### config.mk
export PLATFORM = sky130hd
export DESIGN_NAME = rcdq_ctrl
export DESIGN_NICKNAME = d
export VERILOG_FILES = /design/src/rtl/rcdq_pkg.sv /design/src/rtl/rcdq_ctrl.sv
export SDC_FILE = /design/constraint.sdc
export NUM_CORES = 1
export LEC_CHECK = 0
export BUFFER_PORTS_ARGS = -buffer_cell sky130_fd_sc_hd__buf_2
export CAP_MARGIN = 20
export CORE_ASPECT_RATIO = 0.5
export CORE_MARGIN = 4
export CORE_UTILIZATION = 45
export DETAILED_ROUTE_END_ITERATION = 7
export HOLD_SLACK_MARGIN = 0.1
export PLACE_DENSITY = 0.76
export SLEW_MARGIN = 20
export SYNTH_ARGS = -nofsm -noshare
export SYNTH_HDL_FRONTEND = slang
export SYNTH_SLANG_ARGS = --single-unit
### constraint.sdc
create_clock -name clk -period 3.2 [get_ports clk]
set_input_delay 0.16 -clock clk [delete_from_list [all_inputs] [get_ports clk]]
set_output_delay 0.16 -clock clk [all_outputs]
set_load 0.02 [all_outputs]
### src/rtl/rcdq_pkg.sv
// Package for the reversible circular deque unit.
// Holds sizes, operation and status codes, payload structs and the RAM request struct.
// Depends on nothing; the control, the top level and the testbench import it.
package rcdq_pkg;

  localparam int DEPTH      = 256;
  localparam int DATA_WIDTH = 32;
  localparam int AW         = $clog2(DEPTH);
  localparam int CW         = $clog2(DEPTH + 1);
  localparam int POS_W      = 8;

  localparam logic [2:0] OP_PUSH_END   = 3'd0;
  localparam logic [2:0] OP_PUSH_FRONT = 3'd1;
  localparam logic [2:0] OP_POP_END    = 3'd2;
  localparam logic [2:0] OP_POP_FRONT  = 3'd3;
  localparam logic [2:0] OP_READ       = 3'd4;
  localparam logic [2:0] OP_TOGGLE     = 3'd5;
  localparam logic [2:0] OP_CLEAR      = 3'd6;

  localparam logic [1:0] ST_OK    = 2'd0;
  localparam logic [1:0] ST_RANGE = 2'd1;
  localparam logic [1:0] ST_FULL  = 2'd2;
  localparam logic [1:0] ST_EMPTY = 2'd3;

  typedef struct packed {
    logic [2:0]            operation;
    logic [DATA_WIDTH-1:0] value;
    logic [POS_W-1:0]      position;
  } in_item_t;

  typedef struct packed {
    logic [DATA_WIDTH-1:0] read_value;
    logic [1:0]            status;
    logic [CW-1:0]         length;
    logic                  reversed;
  } out_item_t;

  typedef struct packed {
    logic                  we;
    logic [AW-1:0]         waddr;
    logic [DATA_WIDTH-1:0] wdata;
    logic                  re;
    logic [AW-1:0]         raddr;
  } mem_req_t;

  typedef struct packed {
    logic          rd_hit;
    logic [1:0]    status;
    logic [CW-1:0] length;
    logic          reversed;
  } resp_t;

endpackage

### src/rtl/rcdq_ctrl.sv
// Deque control: head pointer, element count and reverse flag.
// Decodes each transaction into a RAM request and a response record.
// Depends on rcdq_pkg.
module rcdq_ctrl
  import rcdq_pkg::*;
(
  input  logic     clk,
  input  logic     rst_n,
  input  logic     accept,
  input  in_item_t item,
  output mem_req_t mem_req,
  output resp_t    resp
);

  logic [AW-1:0] head_r, head_nxt;
  logic [CW-1:0] count_r, count_nxt;
  logic          rev_r, rev_nxt;

  logic          full, empty;
  logic          push_back, push_front, pop_back, pop_front;
  logic [CW-1:0] pos_ext;
  logic [CW-1:0] phys;

  assign full    = (count_r == CW'(DEPTH));
  assign empty   = (count_r == '0);
  assign pos_ext = CW'(item.position);
  assign phys    = rev_r ? (count_r - CW'(1) - pos_ext) : pos_ext;

  always_comb begin
    head_nxt   = head_r;
    count_nxt  = count_r;
    rev_nxt    = rev_r;
    push_back  = 1'b0;
    push_front = 1'b0;
    pop_back   = 1'b0;
    pop_front  = 1'b0;
    mem_req    = '0;
    resp       = '0;
    mem_req.wdata = item.value;
    mem_req.raddr = head_r + phys[AW-1:0];

    // end and front trade places while reversed
    case (item.operation)
      OP_PUSH_END:   begin push_back  = !rev_r; push_front = rev_r;  end
      OP_PUSH_FRONT: begin push_back  = rev_r;  push_front = !rev_r; end
      OP_POP_END:    begin pop_back   = !rev_r; pop_front  = rev_r;  end
      OP_POP_FRONT:  begin pop_back   = rev_r;  pop_front  = !rev_r; end
      OP_READ: begin
        if (pos_ext >= count_r) begin
          resp.status = ST_RANGE;
        end else begin
          resp.rd_hit = 1'b1;
          mem_req.re  = accept;
        end
      end
      OP_TOGGLE: begin
        rev_nxt = !rev_r;
      end
      OP_CLEAR: begin
        head_nxt  = '0;
        count_nxt = '0;
        rev_nxt   = 1'b0;
      end
      default: begin
      end
    endcase

    if (push_back || push_front) begin
      if (full) begin
        resp.status = ST_FULL;
      end else begin
        mem_req.we = accept;
        count_nxt  = count_r + CW'(1);
        if (push_back) begin
          mem_req.waddr = head_r + count_r[AW-1:0];
        end else begin
          head_nxt      = head_r - AW'(1);
          mem_req.waddr = head_r - AW'(1);
        end
      end
    end

    if (pop_back || pop_front) begin
      if (empty) begin
        resp.status = ST_EMPTY;
      end else begin
        count_nxt = count_r - CW'(1);
        if (pop_front) begin
          head_nxt = head_r + AW'(1);
        end
      end
    end

    resp.length   = count_nxt;
    resp.reversed = rev_nxt;
  end

  always_ff @(posedge clk) begin
    if (!rst_n) begin
      head_r  <= '0;
      count_r <= '0;
      rev_r   <= 1'b0;
    end else if (accept) begin
      head_r  <= head_nxt;
      count_r <= count_nxt;
      rev_r   <= rev_nxt;
    end
  end

endmodule

==> results.json, run 1 <==
{
  "outcome": "finished with violations",
  "violations": "negative setup slack",
  "drt_iter0_markers": 350,
  "fin_area_sq_um": 3770,
  "fin_crit_sh_pct": 113,
  "dieArea_sq_um": 8600,
  "required_ns": 3.04,
  "worstPathMaxFanout": 4,
  "start_kind": "register",
  "numClockSinks": 18,
  "clock_latency_ns": 0.25,
  "slew_violations": 0,
  "cts_made_buffers": 3,
  "synth.distinct_cells": 66,
  "maxCapViolations": 0,
  "dp.cells": 545,
  "cts_root_buffer": "clkbuf_16",
  "rsz0062_at_grt": "yes",
  "grt_overflow_total": 0,
  "drcViolationCount": 0,
  "routabilityCongestion": 0.873,
  "vias": 3264,
  "syn_nets": 514,
  "vdd_drop_max_uv": 220,
  "crit_arrival_ns": 3.45,
  "slew_headroom_pct": 62.0,
  "async_reset_ff_share_pct": 0,
  "path_clk_slew_ns": 0.06,
  "grt_util_all_layers_pct": 20.3,
  "drt-vias-per-instance": 5.87,
  "dr.pass1.iters": 5,
  "synth_edf_count": 0,
  "clk_path_buf_depth": 2,
  "synth-seq-cells": 18,
  "power_density_nw_per_um2": 382,
  "post_dp_cell_area_sq_um": 3460,
  "fin_nets": 548,
  "syn_area_sq_um": 3200,
  "die_h_um": 67.6,
  "fmax_mhz": 277,
  "grt_pass1_wl_mm": 14.2,
  "htreeDepth": 1,
  "fin_util_pct": 55.6,
  "avgSynthCellArea_sq_um": 7.42,
  "start_util_pct": 47.2,
  "hold_violations": 0,
  "ys_warn_count": 0,
  "grt_max_degree": 24,
  "stdcell_count": 556,
  "syn_to_final_growth_pct": 17.7,
  "leakage_nw": 1.69,
  "dp.final_hpwl_mm": 6.94,
  "total_power_mw": 1.44,
  "detail_route.wl_per_cell_um": 16.8,
  "totalWireLength_mm": 9.32,
  "setup_viol": 3,
  "core_area_sq_um": 6780,
  "crit_type": "register to output pin",
  "ys_seq_area_share_pct": 11.3,
  "end_kind": "output pin",
  "antenna_left": 0,
  "tightest_slew_ns": 0.569,
  "synthFlopType": "dfxtp_1",
  "setup_slack_ns": -0.407,
  "antenna_found_initial": 0,
  "grt_pass1_vias": 2893,
  "cts_tree": "done",
  "min_period_ns": 3.61,
  "clock-skew-final_ns": 0.00268,
  "synthCells": 431,
  "die_w_um": 127,
  "rows": 21,
  "hold_class": "input port to register",
  "port-buffer-count": 44,
  "pin_count": 109,
  "antenna_cells": 0,
  "final_layout_size_suffix_gt1_share_pct": 30.4
}
-- cell type report --
cell class                 count  area (sq um)
sequential                    18           368
multi-input combinational    327          2540
tap                           92           115
clock buffer                   4          88.8
timing repair buffer          85           538
fill                         589          3010
inverter                      30           118
-- per-layer routing --
layer	global-route usage, %	vias up	routed length [um]	part of all wire (%)
li1	-	1580	-	-
met1	28.7	1493	4240	46
met2	32.3	152	4090	44
met3	2.92	39	742	8.0
met4	6.15	0	244	2.6
met5	0	-	0	0
-- cell families after synthesis --
| logic type | Yosys count | synth area share [%] |
|---|---|---|
| buffers and inverters | 86 | 15.1 |
| XOR/XNOR | 34 | 9.54 |
| AND/OR/NAND/NOR | 138 | 22.4 |
| multiplexers | 7 | 2.27 |
| adder cells (fa/ha/maj) | 37 | 15.2 |
| AO/OA/AOI/OAI | 111 | 24.3 |
| flip-flops | 18 | 11.3 |
-- worst max-delay path, cell delays in order, from the launching register on --
cell      delay [ns]
dfxtp_4         0.37
inv_4           0.05
ha_4            0.16
xor2_1          0.14
ha_1            0.32
nor2b_4         0.16
o21ai_2         0.07
nand2_1         0.08
nor2_1          0.04
or3_1           0.38
o21ai_2         0.09
ha_1            0.29
nand3_1         0.10
o211ai_1        0.19
o41ai_2         0.27
xnor2_1         0.21
xnor2_2         0.14
buf_4           0.15
-- flip-flops by register name, indices dropped and copies added, names as in the netlist --
name     count
rev_r        1
head_r       8
count_r      9
-- synth_stat cells, types with 10 or more instances --
| master | number | area share [%] |
|---|---|---|
| a21oi_1 | 24 | 3.8 |
| buf_2 | 10 | 1.6 |
| buf_4 | 35 | 8.2 |
| dfxtp_1 | 18 | 11 |
| ha_1 | 34 | 13 |
| inv_1 | 29 | 3.4 |
| nand2_1 | 30 | 3.5 |
| nand3_1 | 18 | 2.8 |
| nor2_1 | 36 | 4.2 |
| nor3_1 | 19 | 3.0 |
| o21ai_0 | 22 | 3.4 |
| xnor2_1 | 25 | 6.8 |
-- power breakdown --
part	internal, mW	switching [mW]	leakage (nW)
Sequential	0.239	0.0339	0.148
Combinational	0.403	0.478	1.50
Clock	0.190	0.0926	0.0442
Total	0.833	0.605	1.69
-- layout by cell type (no fill, tap or decap), drive strengths merged, types with 6 or more instances in the layout --
cell type / count
a21oi: 24
nor2: 37
or3: 6
a211oi: 8
xor2: 9
dfxtp: 18
inv: 29
ha: 34
nor3: 19
nand3: 18
buf: 85
nand4: 7
xnor2: 25
nand2: 32
o21ai: 22
-- repair_timing --
item	4_1_cts	5_1_grt
pin swaps	8	18
resized for setup	15	24
setup buffers	3	4
hold buffers	0	0
endpoints found under the setup margin	4	4
-- path summary, 6_finish.rpt --
path / from / endpoint / slack [ns] / depth (start not counted)
setup / recovery: count_r[0] / mem_req[7] / -0.41 / 17
hold / removal: rst_n / count_r[3] / 0.32 / 2
setup reg to reg: count_r[4] / head_r[2] / 0.70 / 7
hold reg to reg: head_r[4] / head_r[4] / 0.63 / 2
-- metrics by stage --
| step | hold slack (ns) | setup slack, ns | TNS (ns) |
|---|---|---|---|
| finish | 0.316 | -0.407 | -0.947 |
| global route | 0.320 | -0.573 | -1.51 |
| CTS | 0.310 | -0.352 | -0.480 |
| detailed placement | 0.320 | -0.208 | -0.211 |
| global placement | 0.320 | -0.0966 | -0.0966 |
| floorplan | 0.292 | -0.0182 | -0.0182 |
Note: power is estimated with default switching activity, not from simulation.
==> run 2, diff against run 1 <==
- ABC_AREA: unset -> 0
- SKIP_LAST_GASP: unset -> 1
==> results.json, run 2 (synthesized netlist as in run 1, its figures left out) <==
{
  "outcome": "finished with violations",
  "violations": "negative setup slack",
  "routabilityCongestion": 0.873,
  "totalWireLength_mm": 9.12,
  "stdcell_count": 556,
  "power_density_nw_per_um2": 382,
  "post_dp_cell_area_sq_um": 3460,
  "leakage_nw": 1.68,
  "path_clk_slew_ns": 0.06,
  "grt_pass1_wl_mm": 14.2,
  "drt-vias-per-instance": 5.90,
  "cts_tree": "done",
  "vias": 3281,
  "antenna_left": 0,
  "grt_pass1_vias": 2893,
  "drt_iter0_markers": 346,
  "crit_path_max_incr_delay_ns": 0.37,
  "rsz0062_at_grt": "yes",
  "grt_util_all_layers_pct": 20.3,
  "pre_cts_ws_ns": -0.208,
  "reg.largest.list": "count_r (9), head_r (8), rev_r (1)",
  "slew_violations": 0,
  "regMostFlops": "count_r",
  "final_common_cell": "buf_4",
  "syn_to_final_growth_pct": 17.0,
  "crit_type": "register to output pin",
  "numClockSinks": 18,
  "n_fill_cell": 597,
  "crit_arrival_ns": 3.36,
  "setup_viol": 3,
  "grt_overflow_total": 0,
  "die_h_um": 67.6,
  "dr.pass1.iters": 5,
  "hold_violations": 0,
  "cts_hold_buf": 0,
  "tightest_slew_ns": 0.575,
  "final_cell_mix": "buf_4, buf_2, nor2_1",
  "htreeDepth": 1,
  "vdd_drop_max_uv": 218,
  "clock-skew-final_ns": 0.00220,
  "cpMaxStageDelayCell": "dfxtp_4",
  "final_layout_size_suffix_gt1_share_pct": 29.7,
  "worstPathMaxFanout": 4,
  "fmax_mhz": 284,
  "antenna_cells": 0,
  "cts_root_buffer": "clkbuf_16",
  "end_kind": "output pin",
  "port-buffer-count": 44,
  "die_w_um": 127,
  "clk_path_buf_depth": 2,
  "dp.final_hpwl_mm": 6.94,
  "slew_headroom_pct": 61.7,
  "largest_register_ffs": 9,
  "pin_count": 109,
  "dp.cells": 545,
  "path_cells": "inv_4, ha_4, xor2_1, ha_1, nor2b_4, o21ai_2, nand2_1, nor2_1, or3_1, o21ai_2, ha_1, nand3_1, o211ai_1, o41ai_2, xnor2_1, xnor2_2, buf_4",
  "fin_crit_sh_pct": 110,
  "grt_max_degree": 24,
  "clock_latency_ns": 0.25,
  "min_period_ns": 3.52,
  "fin_nets": 548,
  "fin_area_sq_um": 3740,
  "rows": 21,
  "antenna_found_initial": 0,
  "required_ns": 3.04,
  "cts_made_buffers": 3,
  "maxCapViolations": 0,
  "start_util_pct": 47.2,
  "core_area_sq_um": 6780,
  "drcViolationCount": 0,
  "detail_route.wl_per_cell_um": 16.4,
  "setup_slack_ns": -0.321,
  "start_kind": "register",
  "dieArea_sq_um": 8600,
  "hold_class": "input port to register"
}
run 2: layer usage:
metal / track usage (%) / routed length [um] / up-vias
li1: - / - / 1582
met1: 28.7 / 4260 / 1522
met2: 32.3 / 3980 / 155
met4: 6.15 / 146 / 0
met5: 0 / 0 / -
met3: 2.92 / 735 / 22
run 2: per-stage QoR:
stage                     power [mW]  setup TNS [ns]  utilization (%)  hold slack [ns]
after floorplan                0.871         -0.0182                -            0.292
after global placement          1.03         -0.0966             51.0            0.320
after detailed placement        1.04          -0.211             51.0            0.320
after CTS                       1.36          -0.480             53.2            0.310
after global routing            1.52           -1.29             55.2            0.320
final                           1.43          -0.737             55.2            0.310
run 2: worst max-delay path, delay by kind of cell, from the launching register on:
kind	cells	cell delay, ns
fa+ha+maj	3	0.76
xor+xnor	3	0.49
compound gates	4	0.53
buf+inv	2	0.20
simple gates	5	0.75
flops	1	0.37
run 2: final cells by class:
class	count	area (sq um)	area share, %
timing repair buffer	85	538	14.4
sequential	18	368	9.83
clock buffer	4	88.8	2.37
multi-input combinational	327	2510	67.2
inverter	30	118	3.14
tap	92	115	3.08
run 2: report_power, final:
part | leakage [nW] | switching (mW) | internal [mW]
Combinational | 1.49 | 0.475 | 0.398
Clock | 0.0442 | 0.0941 | 0.191
Sequential | 0.148 | 0.0328 | 0.239
run 2: path summary, 6_finish.rpt:
kind / end / from / cells after the start / slack, ns
hold reg to reg: head_r[4] / head_r[4] / 2 / 0.63
setup / recovery: mem_req[7] / count_r[0] / 17 / -0.32
setup reg to reg: head_r[2] / count_r[4] / 7 / 0.73
hold / removal: count_r[3] / rst_n / 2 / 0.31
run 2: repair_timing:
action                     CTS  global route
buffers inserted             3             4
gates resized for setup     15            20
setup endpoints to repair    4             4
pin swaps                    8            18
